**src/design/gsf_pkg.sv**
```systemverilog
`default_nettype none
// ----------------------------------------------------------------------------
// gsf_pkg
// Shared constants, register indexes and controller/datapath interface types
// for the Gaussian smoothing FIR.
// ----------------------------------------------------------------------------
package gsf_pkg;

  localparam int MAX_RADIUS   = 6;
  localparam int SAMPLE_WIDTH = 16;
  localparam int COEF_WIDTH   = 16;

  localparam int WIN_DEPTH    = 2 * MAX_RADIUS + 1;
  localparam int NUM_REGS     = MAX_RADIUS + 2;
  localparam int REG_IDX_W    = $clog2(NUM_REGS);
  localparam int RADIUS_W     = 3;
  localparam int CIDX_W       = $clog2(MAX_RADIUS + 1);
  localparam int WIDX_W       = $clog2(WIN_DEPTH);
  localparam int TAP_W        = $clog2(WIN_DEPTH);
  localparam int PEND_W       = 3;
  localparam int CFG_DATA_W   = (COEF_WIDTH > RADIUS_W) ? COEF_WIDTH : RADIUS_W;

  // signed sample times zero-extended coefficient, then headroom for the taps
  localparam int PROD_W       = SAMPLE_WIDTH + COEF_WIDTH + 1;
  localparam int ACC_WIDTH    = PROD_W + $clog2(WIN_DEPTH);
  localparam int SH_W         = ACC_WIDTH - COEF_WIDTH;

  // configuration register indexes
  localparam logic [REG_IDX_W-1:0] REG_RADIUS      = REG_IDX_W'(0);
  localparam logic [REG_IDX_W-1:0] REG_COEF_CENTER = REG_IDX_W'(1);

  typedef struct packed {
    logic accept;       // shift a new sample into the window
    logic mac_start;    // clear accumulator and tap counter
    logic mac_step;     // multiply one tap and advance the tap counter
    logic out_load;     // load the output register, retire one owed output
    logic clear_valid;  // end of block: drop window contents and pending count
  } gsf_cmd_t;

  typedef struct packed {
    logic emit_needed;  // an owed output is due now
    logic last_tap;     // the tap being issued is the last of the kernel
    logic out_free;     // the output register can take a new result
    logic flush;        // current sample ended a block
    logic more;         // more than one output still owed
  } gsf_stat_t;

endpackage : gsf_pkg
`default_nettype wire

```
**src/design/gsf_ctrl.sv**
```systemverilog
`default_nettype none
// ----------------------------------------------------------------------------
// gsf_ctrl
// Sequencer: accepts one sample, runs the multiply-accumulate over the kernel
// for every owed output, and hands each result to the output register.
// ----------------------------------------------------------------------------
module gsf_ctrl
  import gsf_pkg::*;
(
  input  wire logic      clk,
  input  wire logic      rst_n,
  input  wire logic      in_tvalid,
  output logic           in_tready,
  input  wire gsf_stat_t stat,
  output gsf_cmd_t       cmd
);

  typedef enum logic [4:0] {
    S_IDLE  = 5'b00001,
    S_CHECK = 5'b00010,
    S_MAC   = 5'b00100,
    S_DRAIN = 5'b01000,
    S_EMIT  = 5'b10000
  } state_t;

  state_t state_r, state_nxt;

  assign in_tready = (state_r == S_IDLE);

  always_comb begin
    state_nxt = state_r;
    cmd       = '0;
    case (state_r)
      S_IDLE: begin
        if (in_tvalid) begin
          cmd.accept = 1'b1;
          state_nxt  = S_CHECK;
        end
      end
      S_CHECK: begin
        if (stat.emit_needed) begin
          cmd.mac_start = 1'b1;
          state_nxt     = S_MAC;
        end else begin
          cmd.clear_valid = stat.flush;
          state_nxt       = S_IDLE;
        end
      end
      S_MAC: begin
        cmd.mac_step = 1'b1;
        if (stat.last_tap) begin
          state_nxt = S_DRAIN;
        end
      end
      S_DRAIN: begin
        state_nxt = S_EMIT;
      end
      S_EMIT: begin
        if (stat.out_free) begin
          cmd.out_load = 1'b1;
          if (stat.flush && stat.more) begin
            cmd.mac_start = 1'b1;
            state_nxt     = S_MAC;
          end else begin
            cmd.clear_valid = stat.flush;
            state_nxt       = S_IDLE;
          end
        end
      end
      default: begin
        state_nxt = S_IDLE;
      end
    endcase
  end

  always_ff @(posedge clk) begin
    if (!rst_n) begin
      state_r <= S_IDLE;
    end else begin
      state_r <= state_nxt;
    end
  end

endmodule : gsf_ctrl
`default_nettype wire

```
**src/design/gsf_datapath.sv**
```systemverilog
`default_nettype none
// ----------------------------------------------------------------------------
// gsf_datapath
// Sample window, configuration registers, shared multiplier and accumulator,
// round/saturate stage and output register.
// ----------------------------------------------------------------------------
module gsf_datapath
  import gsf_pkg::*;
(
  input  wire logic                    clk,
  input  wire logic                    rst_n,
  input  wire logic                    cfg_we,
  input  wire logic [REG_IDX_W-1:0]    cfg_addr,
  input  wire logic [CFG_DATA_W-1:0]   cfg_wdata,
  input  wire logic [SAMPLE_WIDTH-1:0] in_sample,
  input  wire logic                    in_final,
  input  wire gsf_cmd_t                cmd,
  output gsf_stat_t                    stat,
  output logic                         out_tvalid,
  input  wire logic                    out_tready,
  output logic [SAMPLE_WIDTH-1:0]      out_sample,
  output logic                         out_final
);

  localparam logic signed [SH_W-1:0] SAT_HI = SH_W'((2 ** (SAMPLE_WIDTH - 1)) - 1);
  localparam logic signed [SH_W-1:0] SAT_LO = -SH_W'(2 ** (SAMPLE_WIDTH - 1));
  localparam logic signed [ACC_WIDTH-1:0] ROUND_ADD = ACC_WIDTH'(2 ** (COEF_WIDTH - 1));
  localparam logic [RADIUS_W-1:0] MAX_R = RADIUS_W'(MAX_RADIUS);
  localparam logic [TAP_W-1:0]    LAST_POS = TAP_W'(WIN_DEPTH - 1);

  // configuration
  logic [RADIUS_W-1:0]   radius_r;
  logic [COEF_WIDTH-1:0] coef_r [MAX_RADIUS+1];

  // window, newest sample at position 0
  logic signed [SAMPLE_WIDTH-1:0] win_r [WIN_DEPTH];
  logic [WIN_DEPTH-1:0]           valid_r;
  logic [PEND_W-1:0]              pending_r;
  logic                           fin_r;

  // MAC
  logic [TAP_W-1:0]            tap_r;
  logic signed [PROD_W-1:0]    prod_r;
  logic                        prod_vld_r;
  logic signed [ACC_WIDTH-1:0] acc_r;

  // output register
  logic                    out_valid_r;
  logic [SAMPLE_WIDTH-1:0] out_data_r;
  logic                    out_last_r;

  logic [RADIUS_W-1:0]         eff_rad;
  logic [PEND_W-1:0]           center;
  logic signed [TAP_W:0]       tap_pos;
  logic                        tap_ok;
  logic [CIDX_W-1:0]           tap_dist;
  logic signed [PROD_W-1:0]    prod_c;
  logic signed [ACC_WIDTH-1:0] rnd;
  logic signed [SH_W-1:0]      shifted;
  logic [SAMPLE_WIDTH-1:0]     sat;
  logic                        last_nxt;

  assign eff_rad = (radius_r > MAX_R) ? MAX_R : radius_r;
  assign center  = pending_r - PEND_W'(1);

  // tap k covers offset d = k - r, window position center - d
  assign tap_pos = $signed((TAP_W + 1)'(center)) + $signed((TAP_W + 1)'(eff_rad))
                   - $signed((TAP_W + 1)'(tap_r));
  assign tap_ok  = !tap_pos[TAP_W] && (tap_pos[TAP_W-1:0] <= LAST_POS)
                   && valid_r[tap_pos[WIDX_W-1:0]];
  assign tap_dist = (tap_r >= TAP_W'(eff_rad)) ? CIDX_W'(tap_r - TAP_W'(eff_rad))
                                               : CIDX_W'(TAP_W'(eff_rad) - tap_r);

  always_comb begin
    prod_c = '0;
    if (tap_ok) begin
      prod_c = win_r[tap_pos[WIDX_W-1:0]] * $signed({1'b0, coef_r[tap_dist]});
    end
  end

  // round half up, floor shift, saturate
  assign rnd     = acc_r + ROUND_ADD;
  assign shifted = rnd[ACC_WIDTH-1:COEF_WIDTH];
  always_comb begin
    if (shifted > SAT_HI) begin
      sat = SAT_HI[SAMPLE_WIDTH-1:0];
    end else if (shifted < SAT_LO) begin
      sat = SAT_LO[SAMPLE_WIDTH-1:0];
    end else begin
      sat = shifted[SAMPLE_WIDTH-1:0];
    end
  end

  assign last_nxt = fin_r && (pending_r == PEND_W'(1));

  assign stat.emit_needed = fin_r ? (pending_r != '0) : (pending_r > PEND_W'(eff_rad));
  assign stat.last_tap    = (tap_r == TAP_W'({eff_rad, 1'b0}));
  assign stat.out_free    = !out_valid_r || out_tready;
  assign stat.flush       = fin_r;
  assign stat.more        = (pending_r > PEND_W'(1));

  // configuration registers
  always_ff @(posedge clk) begin
    if (!rst_n) begin
      radius_r <= '0;
      for (int i = 0; i <= MAX_RADIUS; i++) begin
        coef_r[i] <= (i == 0) ? '1 : '0;
      end
    end else if (cfg_we) begin
      case (cfg_addr)
        REG_RADIUS: radius_r <= cfg_wdata[RADIUS_W-1:0];
        default:    coef_r[CIDX_W'(cfg_addr - REG_COEF_CENTER)] <= cfg_wdata[COEF_WIDTH-1:0];
      endcase
    end
  end

  // window payload
  always_ff @(posedge clk) begin
    if (cmd.accept) begin
      win_r[0] <= in_sample;
      for (int i = 1; i < WIN_DEPTH; i++) begin
        win_r[i] <= win_r[i-1];
      end
    end
  end

  // window control and owed-output count
  always_ff @(posedge clk) begin
    if (!rst_n) begin
      valid_r   <= '0;
      pending_r <= '0;
      fin_r     <= 1'b0;
    end else begin
      if (cmd.accept) begin
        valid_r   <= {valid_r[WIN_DEPTH-2:0], 1'b1};
        pending_r <= pending_r + PEND_W'(1);
        fin_r     <= in_final;
      end else if (cmd.clear_valid) begin
        valid_r   <= '0;
        pending_r <= '0;
      end else if (cmd.out_load) begin
        pending_r <= pending_r - PEND_W'(1);
      end
    end
  end

  // shared multiply-accumulate
  always_ff @(posedge clk) begin
    if (!rst_n) begin
      prod_vld_r <= 1'b0;
      tap_r      <= '0;
    end else begin
      prod_vld_r <= cmd.mac_step;
      if (cmd.mac_start) begin
        tap_r <= '0;
      end else if (cmd.mac_step) begin
        tap_r <= tap_r + TAP_W'(1);
      end
    end
  end

  always_ff @(posedge clk) begin
    if (cmd.mac_step) begin
      prod_r <= prod_c;
    end
    if (cmd.mac_start) begin
      acc_r <= '0;
    end else if (prod_vld_r) begin
      acc_r <= acc_r + ACC_WIDTH'(prod_r);
    end
  end

  // output register
  always_ff @(posedge clk) begin
    if (!rst_n) begin
      out_valid_r <= 1'b0;
    end else if (cmd.out_load) begin
      out_valid_r <= 1'b1;
    end else if (out_tready) begin
      out_valid_r <= 1'b0;
    end
  end

  always_ff @(posedge clk) begin
    if (cmd.out_load) begin
      out_data_r <= sat;
      out_last_r <= last_nxt;
    end
  end

  assign out_tvalid = out_valid_r;
  assign out_sample = out_data_r;
  assign out_final  = out_last_r;

`ifndef SYNTHESIS
  a_tap_in_kernel: assert property (@(posedge clk) disable iff (!rst_n)
    cmd.mac_step |-> (tap_r <= TAP_W'({eff_rad, 1'b0})))
    else $error("tap counter ran past the kernel");

  a_mac_has_owed: assert property (@(posedge clk) disable iff (!rst_n)
    cmd.mac_step |-> (pending_r != '0))
    else $error("multiply-accumulate with nothing owed");

  a_no_accept_mid_mac: assert property (@(posedge clk) disable iff (!rst_n)
    cmd.accept |-> (!prod_vld_r && !cmd.out_load))
    else $error("sample taken while an output is in progress");

  a_block_end_clears: assert property (@(posedge clk) disable iff (!rst_n)
    (cmd.out_load && last_nxt) |=> (valid_r == '0 && pending_r == '0))
    else $error("window not cleared after the last output of a block");

  a_load_when_free: assert property (@(posedge clk) disable iff (!rst_n)
    (out_valid_r && !out_tready) |=> ($stable(out_data_r) && $stable(out_last_r)))
    else $error("output register overwritten while stalled");
`endif

endmodule : gsf_datapath
`default_nettype wire

```
**src/design/gaussian_smoothing_fir.sv**
```systemverilog
`default_nettype none
// Flow: an accepted sample passes S_CHECK and, if it releases an output, S_MAC,
//   S_DRAIN and S_EMIT, which loads the output register. A new sample is taken
//   only once the previous one is done; on a flush each further owed output
//   repeats the S_MAC pass. The single shared multiplier walks all 2*radius+1
//   taps of the kernel, one per cycle; a stalled sink adds its stall.
// Reset: synchronous, active-low rst_n clears the window, owed count and
//   output valid, and loads radius 0, center weight 65535, other weights 0.
// ----------------------------------------------------------------------------
// gaussian_smoothing_fir
// Streaming 1-D Gaussian smoothing filter with a symmetric, register-set
// kernel, zero taps outside the block, rounding and saturation.
// ----------------------------------------------------------------------------
module gaussian_smoothing_fir
  import gsf_pkg::*;
(
  input  wire logic                    clk,
  input  wire logic                    rst_n,
  // configuration write port
  input  wire logic                    cfg_we,
  input  wire logic [REG_IDX_W-1:0]    cfg_addr,
  input  wire logic [CFG_DATA_W-1:0]   cfg_wdata,
  // input stream
  input  wire logic                    in_tvalid,
  output logic                         in_tready,
  input  wire logic [SAMPLE_WIDTH-1:0] in_tdata,   // [15:0] sample
  input  wire logic                    in_tlast,   // final_sample
  // result stream
  output logic                         out_tvalid,
  input  wire logic                    out_tready,
  output logic [SAMPLE_WIDTH-1:0]      out_tdata,  // [15:0] smoothed
  output logic                         out_tlast   // final_result
);

  // Command and status between the sequencer and the datapath.
  gsf_cmd_t  cmd;
  gsf_stat_t stat;

  // Sequencer: takes one request at a time; while it works on the MAC the
  // input side holds ready low. A finished result waits in the output
  // register, so the next request is taken even if the sink stalls.
  gsf_ctrl u_ctrl (
    .clk       (clk),
    .rst_n     (rst_n),
    .in_tvalid (in_tvalid),
    .in_tready (in_tready),
    .stat      (stat),
    .cmd       (cmd)
  );

  // Datapath: the window shifts on each accepted request; for each owed
  // output the multiplier walks the taps, the accumulator sums them, and the
  // rounded, saturated value lands in the output register. The request that
  // ends a block drains every owed output, oldest first, and marks the last.
  gsf_datapath u_dp (
    .clk        (clk),
    .rst_n      (rst_n),
    .cfg_we     (cfg_we),
    .cfg_addr   (cfg_addr),
    .cfg_wdata  (cfg_wdata),
    .in_sample  (in_tdata),
    .in_final   (in_tlast),
    .cmd        (cmd),
    .stat       (stat),
    .out_tvalid (out_tvalid),
    .out_tready (out_tready),
    .out_sample (out_tdata),
    .out_final  (out_tlast)
  );

endmodule : gaussian_smoothing_fir
`default_nettype wire
```
**config.mk**
```make
export PLATFORM = sky130hd
export DESIGN_NAME = gaussian_smoothing_fir
export DESIGN_NICKNAME = d
export VERILOG_FILES = /design/src/design/gsf_pkg.sv /design/src/design/gsf_ctrl.sv /design/src/design/gsf_datapath.sv /design/src/design/gaussian_smoothing_fir.sv
export SDC_FILE = /design/constraint.sdc
export NUM_CORES = 1
export LEC_CHECK = 0
export ABC_AREA = 1
export BUFFER_PORTS_ARGS = -buffer_cell sky130_fd_sc_hd__buf_2
export CORE_ASPECT_RATIO = 1.75
export CORE_UTILIZATION = 42
export DETAILED_ROUTE_END_ITERATION = 10
export GPL_TIMING_DRIVEN = 1
export SLEW_MARGIN = 20
export SYNTH_ARGS = -nofsm -noshare
export SYNTH_HDL_FRONTEND = slang
export SYNTH_SLANG_ARGS = --single-unit
```
**constraint.sdc**
```tcl
create_clock -name clk -period 10.38 [get_ports clk]
set_input_delay 1.557 -clock clk [delete_from_list [all_inputs] [get_ports clk]]
set_output_delay 1.557 -clock clk [all_outputs]
set_load 0.05 [all_outputs]
```
==> impl_metrics.json, run 1 <==
{
  "area_growth_pct": 8.724,
  "cp-end-kind": "flop",
  "syn_nets": 3909,
  "portBuffers": 59,
  "dr.first_iter.drc_count": 1224,
  "grt_pass1_vias": 24570,
  "n_fill_cell": 7269,
  "r2r_start": "u_dp.pending_r[0]",
  "wl_per_cell_um": 18.64,
  "synth_edf_count": 370,
  "cts_buffers": 44,
  "failed_checks": "DRC",
  "hp-start": "u_dp.win_r[10][13]",
  "syn_area_mm2": 0.03082,
  "layout.cells.non_filler": 4492,
  "die_h_um": 360.4,
  "regToRegEndpoint": "u_dp.prod_r[23]",
  "ant_nets": 0,
  "syn_area_per_cell_um2": 8.816,
  "layout-drive-gt1-share": 0.07020,
  "synthTopCellsByCount": "nand2_1 (829), inv_1 (473), nor2_1 (472)",
  "grt_pass1_wl_um": 132400,
  "crit_required_ps": 10730,
  "rr_worst_depth": 34,
  "layout.area.seq_mm2": 0.01279,
  "final-setup-viol-count": 0,
  "whs_path_depth": 0,
  "route.detailed.drc": 4,
  "die_area_mm2": 0.07451,
  "root_buffer": "clkbuf_16",
  "ys_seq_area_frac": 0.4151,
  "drv_cap": 0,
  "finClkSkew_ps": 38.34,
  "fin_crit_ps": 9611,
  "crit_path_max_incr_delay_ps": 560,
  "grt_max_degree": 181,
  "h-tree-depth": 2,
  "antenna_found_initial": 0,
  "insertedDiodeCount": 0,
  "grt.total_usage": 0.2304,
  "max_freq_ghz": 0.1041,
  "cts_buffer_depth": 3,
  "maxSlewViolCount": 0,
  "crit_top_cell": "fa_1",
  "hold_violations": 0,
  "yosysTopAreaCell": "edfxtp_1",
  "insertion_delay_ps": 630,
  "cts_setup_buffers": 0,
  "vias": 23630,
  "yosysUniqueCellTypes": 54,
  "routed_wl_um": 83750,
  "path_class": "reg -> reg",
  "start_kind": "flop",
  "ys_top_cells_by_area": "edfxtp_1 (36%), fa_1 (13%), nand2_1 (10%)",
  "post-route-period-util": 0.9259,
  "place_inst": 4410,
  "crit_fanout": 33,
  "fin_nets": 3938,
  "r2r_slack_ps": 770,
  "viasPerCell": 5.260,
  "die_x_um": 206.8,
  "hold_slack_ps": 441.1,
  "synthCells": 3496,
  "hold_end": "u_dp.win_r[11][13]",
  "gp_congestion": 0.9664,
  "synthFlopType": "edfxtp_1",
  "synth_top_area_share": 0.3605,
  "ys_ff_latch": 454,
  "ctsResizeCount": 0,
  "synthArstFlopShare": 0,
  "io_pins": 60,
  "min_path_type": "reg -> reg",
  "dp_hpwl_um": 64100,
  "multi_input_area_mm2": 0.01554,
  "yosysMostFrequentCell": "nand2_1",
  "drt-pass1-iter-count": 10,
  "relSlewSlack": 0.3429,
  "cts_tree": "done",
  "crit_arrival_ps": 9960,
  "core-area_mm2": 0.07277,
  "outcome": "complete, but fails checks",
  "std_cell_rows": 131,
  "tns_ps": 0,
  "yosysWarnings": 0,
  "overflow": 0,
  "grt_setup_unrepaired": "no",
  "slowest_stage": "fa_1",
  "cts_sinks": 454,
  "worstMarginPinSlew_ps": 985.6,
  "initial_core_util": 0.4235,
  "holdBufCountCts": 0,
  "path_clk_slew_ps": 70
}
[cell usage in the layout (no fill, tap or decap), drive strengths merged, types with 3 or more instances in the layout]
master    n
a32o     28
dfxtp    84
ha      173
inv     503
clkbuf   60
nor3     29
o21a      9
a31oi     3
xor2     31
a21oi   239
bufinv    4
a21boi    5
o211ai    4
buf      92
o22ai     4
a21o      6
o21bai   15
xnor2    10
edfxtp  370
fa      199
nand3b    3
nor4      5
nand3    94
or2       7
nor2    487
mux2i     3
a22oi    17
clkinv   17
and3      3
o21ai   178
nand2   853
nand4    17
a211oi    4
[worst max path at each step]
| stage | from | end | slack (ps) | cells after the start |
|---|---|---|---|---|
| floorplan | in_tvalid | u_dp.win_r[0][0] | 2010 | 3 |
| global placement | u_dp.pending_r[0] | u_dp.prod_r[23] | 890 | 34 |
| detailed placement | u_dp.pending_r[0] | u_dp.prod_r[23] | 820 | 34 |
| CTS | u_dp.pending_r[0] | u_dp.prod_r[23] | 760 | 34 |
| global route | u_dp.pending_r[0] | u_dp.prod_r[23] | 190 | 34 |
| finish | u_dp.pending_r[0] | u_dp.prod_r[23] | 770 | 34 |
[through the flow]
stage          worst slack (ps)  utilization  instance area [um^2]
2_1_floorplan              2005            -                 30820
3_3_place_gp              894.3       0.4395                 31980
3_5_place_dp              822.8       0.4395                 31980
4_1_cts                   756.3       0.4604                 33510
5_1_grt                   192.1       0.4604                 33510
6_report                  769.4       0.4604                 33510
[kinds of logic (layout without fill, tap and decap cells)]
group,after synthesis,after routing,synth area share
multiplexers,3,3,0.0009744
adder cells (fa/ha/maj),372,372,0.1995
XOR/XNOR,41,41,0.01226
buffers and inverters,612,677,0.08168
AND/OR/NAND/NOR,1502,1502,0.1967
flip-flops,454,454,0.4151
AO/OA/AOI/OAI,512,512,0.09378
[sequential cells by signal, summed over array words and instances, names as in the netlist]
signal           count
u_ctrl.state_r       5
u_dp.acc_r          37
u_dp.coef_r        128
u_dp.fin_r           1
u_dp.out_final       1
u_dp.out_sample     16
u_dp.out_tvalid      1
u_dp.pending_r       3
u_dp.prod_r         33
u_dp.prod_vld_r      1
u_dp.radius_r        3
u_dp.tap_r           4
u_dp.valid_r        13
u_dp.win_r         208
[worst max-delay path, delay by kind of cell (launching register included)]
kind	cells	cell delay (ps)
AOI/OAI and AO/OA	4	620
xor gates and xnor gates	1	300
adders and majority gates	10	4540
buffers and inverters	8	1440
DFF	1	420
and+or+nand+nor	11	1980
[layer usage]
| layer | up-vias | track usage | share of wire |
|---|---|---|---|
| li1 | 11370 | - | - |
| met1 | 11420 | 0.2311 | 0.35 |
| met2 | 595 | 0.4409 | 0.55 |
| met3 | 245 | 0.02592 | 0.033 |
| met4 | 0 | 0.1421 | 0.066 |
| met5 | - | 0 | 0 |
[area by class of cell]
cell class / count / area share
clock buffers: 60 / 0.03674
clock inverters: 22 / 0.008738
inverters: 503 / 0.05720
multi-input cells: 2430 / 0.4638
flip-flops and latches: 454 / 0.3818
well taps: 931 / 0.03476
repair buffers: 92 / 0.01695
Power of run 1 is left out: the tool's default activity adds up to more than one toggle a clock period on the data nets, which glitch-free logic cannot reach.
==> inputs of run 2 (changes only) <==
- CORE_ASPECT_RATIO: 1.75 -> unset
==> run 2 against run 1 <==
The flow now finishes without violations. Wire length down 6.0%. Critical path depth down 2. First-iteration DRC count up 32%. Design area up 0.25%. Register-to-register slack better by 280 ps. Critical endpoint is now u_dp.prod_r[19].
==> impl_metrics.json, run 2 (same netlist as run 1, synthesis figures left out) <==
{
  "cts_sinks": 454,
  "grt_setup_unrepaired": "no",
  "grt.total_usage": 0.2141,
  "crit_fanout": 61,
  "hp-start": "u_dp.win_r[11][1]",
  "crit_arrival_ps": 9760,
  "reg.largest.list": "u_dp.win_r: 208 flops, u_dp.coef_r: 128 flops, u_dp.acc_r: 37 flops",
  "dr.first_iter.drc_count": 1617,
  "final-setup-viol-count": 0,
  "crit_path_max_incr_delay_ps": 750,
  "layout-drive-gt1-share": 0.06880,
  "cp_top_family": "adder cells",
  "mostFrequentLayoutCells": "nand2_1 (829), inv_1 (473), nor2_1 (469)",
  "grt_pass1_vias": 22780,
  "cp-end-kind": "flop",
  "cts_setup_buffers": 0,
  "overflow": 0,
  "worstMarginPinSlew_ps": 1023,
  "regToRegEndpoint": "u_dp.prod_r[19]",
  "r2r_start": "u_dp.pending_r[0]",
  "start_kind": "flop",
  "vias": 23180,
  "final_common_cell": "nand2_1",
  "h-tree-depth": 2,
  "drt-pass1-iter-count": 6,
  "gp_congestion": 0.9341,
  "fin_crit_ps": 9335,
  "dp_hpwl_um": 56700,
  "wl_per_cell_um": 17.46,
  "route.detailed.drc": 0,
  "tns_ps": 0,
  "hold_end": "u_dp.win_r[12][1]",
  "maxSlewViolCount": 0,
  "grt_pass1_wl_um": 125400,
  "whs_path_depth": 0,
  "crit_required_ps": 10800,
  "path_class": "reg -> reg",
  "insertion_delay_ps": 610,
  "grt_max_degree": 80,
  "r2r_slack_ps": 1040,
  "fin_util": 0.4659,
  "crit_buf_inv": 9,
  "antenna_found_initial": 0,
  "rr_worst_depth": 32,
  "area_growth_pct": 8.996,
  "std_cell_rows": 98,
  "relSlewSlack": 0.3167,
  "root_buffer": "clkbuf_16",
  "portBuffers": 59,
  "viasPerCell": 5.138,
  "finClkSkew_ps": 42.08,
  "cts_tree": "done",
  "insertedDiodeCount": 0,
  "fin_nets": 3933,
  "ant_nets": 0,
  "max_freq_ghz": 0.1071,
  "core-area_mm2": 0.07210,
  "min_path_type": "reg -> reg",
  "die_x_um": 272.9,
  "cts_buffers": 51,
  "path_clk_slew_ps": 60,
  "top_register": "u_dp.win_r",
  "die_area_mm2": 0.07447,
  "largest_register_ffs": 208,
  "routed_wl_um": 78760,
  "io_pins": 60,
  "cts_buffer_depth": 3,
  "initial_core_util": 0.4275,
  "hold_violations": 0,
  "outcome": "finished clean",
  "drv_cap": 0,
  "die_h_um": 272.9,
  "holdBufCountCts": 0,
  "ctsResizeCount": 0,
  "n_fill_cell": 7081,
  "post-route-period-util": 0.8993,
  "slowest_stage": "inv_2"
}
[run 2: cell types whose count changed in the layout (fill, tap and decap cells not counted), sizes merged]
cell	before	now
buf	92	80
clkinv	17	23
clkbuf	60	64
bufinv	4	5
clkinvlp	1	2
[run 2: worst max-delay path by stage]
| stage | slack [ps] | start | depth (start not counted) | end |
|---|---|---|---|---|
| 2_1_floorplan | 2010 | in_tvalid | 3 | u_dp.win_r[0][0] |
| 3_3_place_gp | 1120 | u_dp.pending_r[0] | 32 | u_dp.prod_r[19] |
| 3_5_place_dp | 1040 | u_dp.pending_r[0] | 34 | u_dp.prod_r[30] |
| 4_1_cts | 990 | u_dp.pending_r[0] | 32 | u_dp.prod_r[24] |
| 5_1_grt | 360 | u_dp.pending_r[0] | 32 | u_dp.prod_r[19] |
| 6_report | 1040 | u_dp.pending_r[0] | 32 | u_dp.prod_r[19] |
[run 2: routing by layer]
metal	track usage	vias up	wire length (um)
met3	0.02759	136	3947
li1	-	11380	-
met5	0	-	0
met2	0.3516	630	36560
met4	0.07141	0	2498
met1	0.2920	11030	35760
[run 2: final cells by class]
class / count / area (um^2) / share of cell area
clock buffers: 64 / 1345 / 0.04004
clock inverters: 30 / 331.6 / 0.009870
inverters: 503 / 1917 / 0.05706
multi-input cells: 2430 / 15550 / 0.4629
flip-flops and latches: 454 / 12790 / 0.3808
well taps: 950 / 1189 / 0.03538
repair buffers: 80 / 469.2 / 0.01397
[run 2: metrics by stage]
step | setup WS (ps) | hold WS [ps] | std cells | instance area (um^2)
2_1_floorplan | 2005 | 420.7 | 3496 | 30820
3_3_place_gp | 1117 | 428.6 | 4416 | 31900
3_5_place_dp | 1044 | 432.5 | 4416 | 31900
4_1_cts | 992.1 | 433.4 | 4510 | 33580
5_1_grt | 358.5 | 453.1 | 4511 | 33590
6_report | 1045 | 441.8 | 4511 | 33590
Power of run 2 is left out for the same reason.
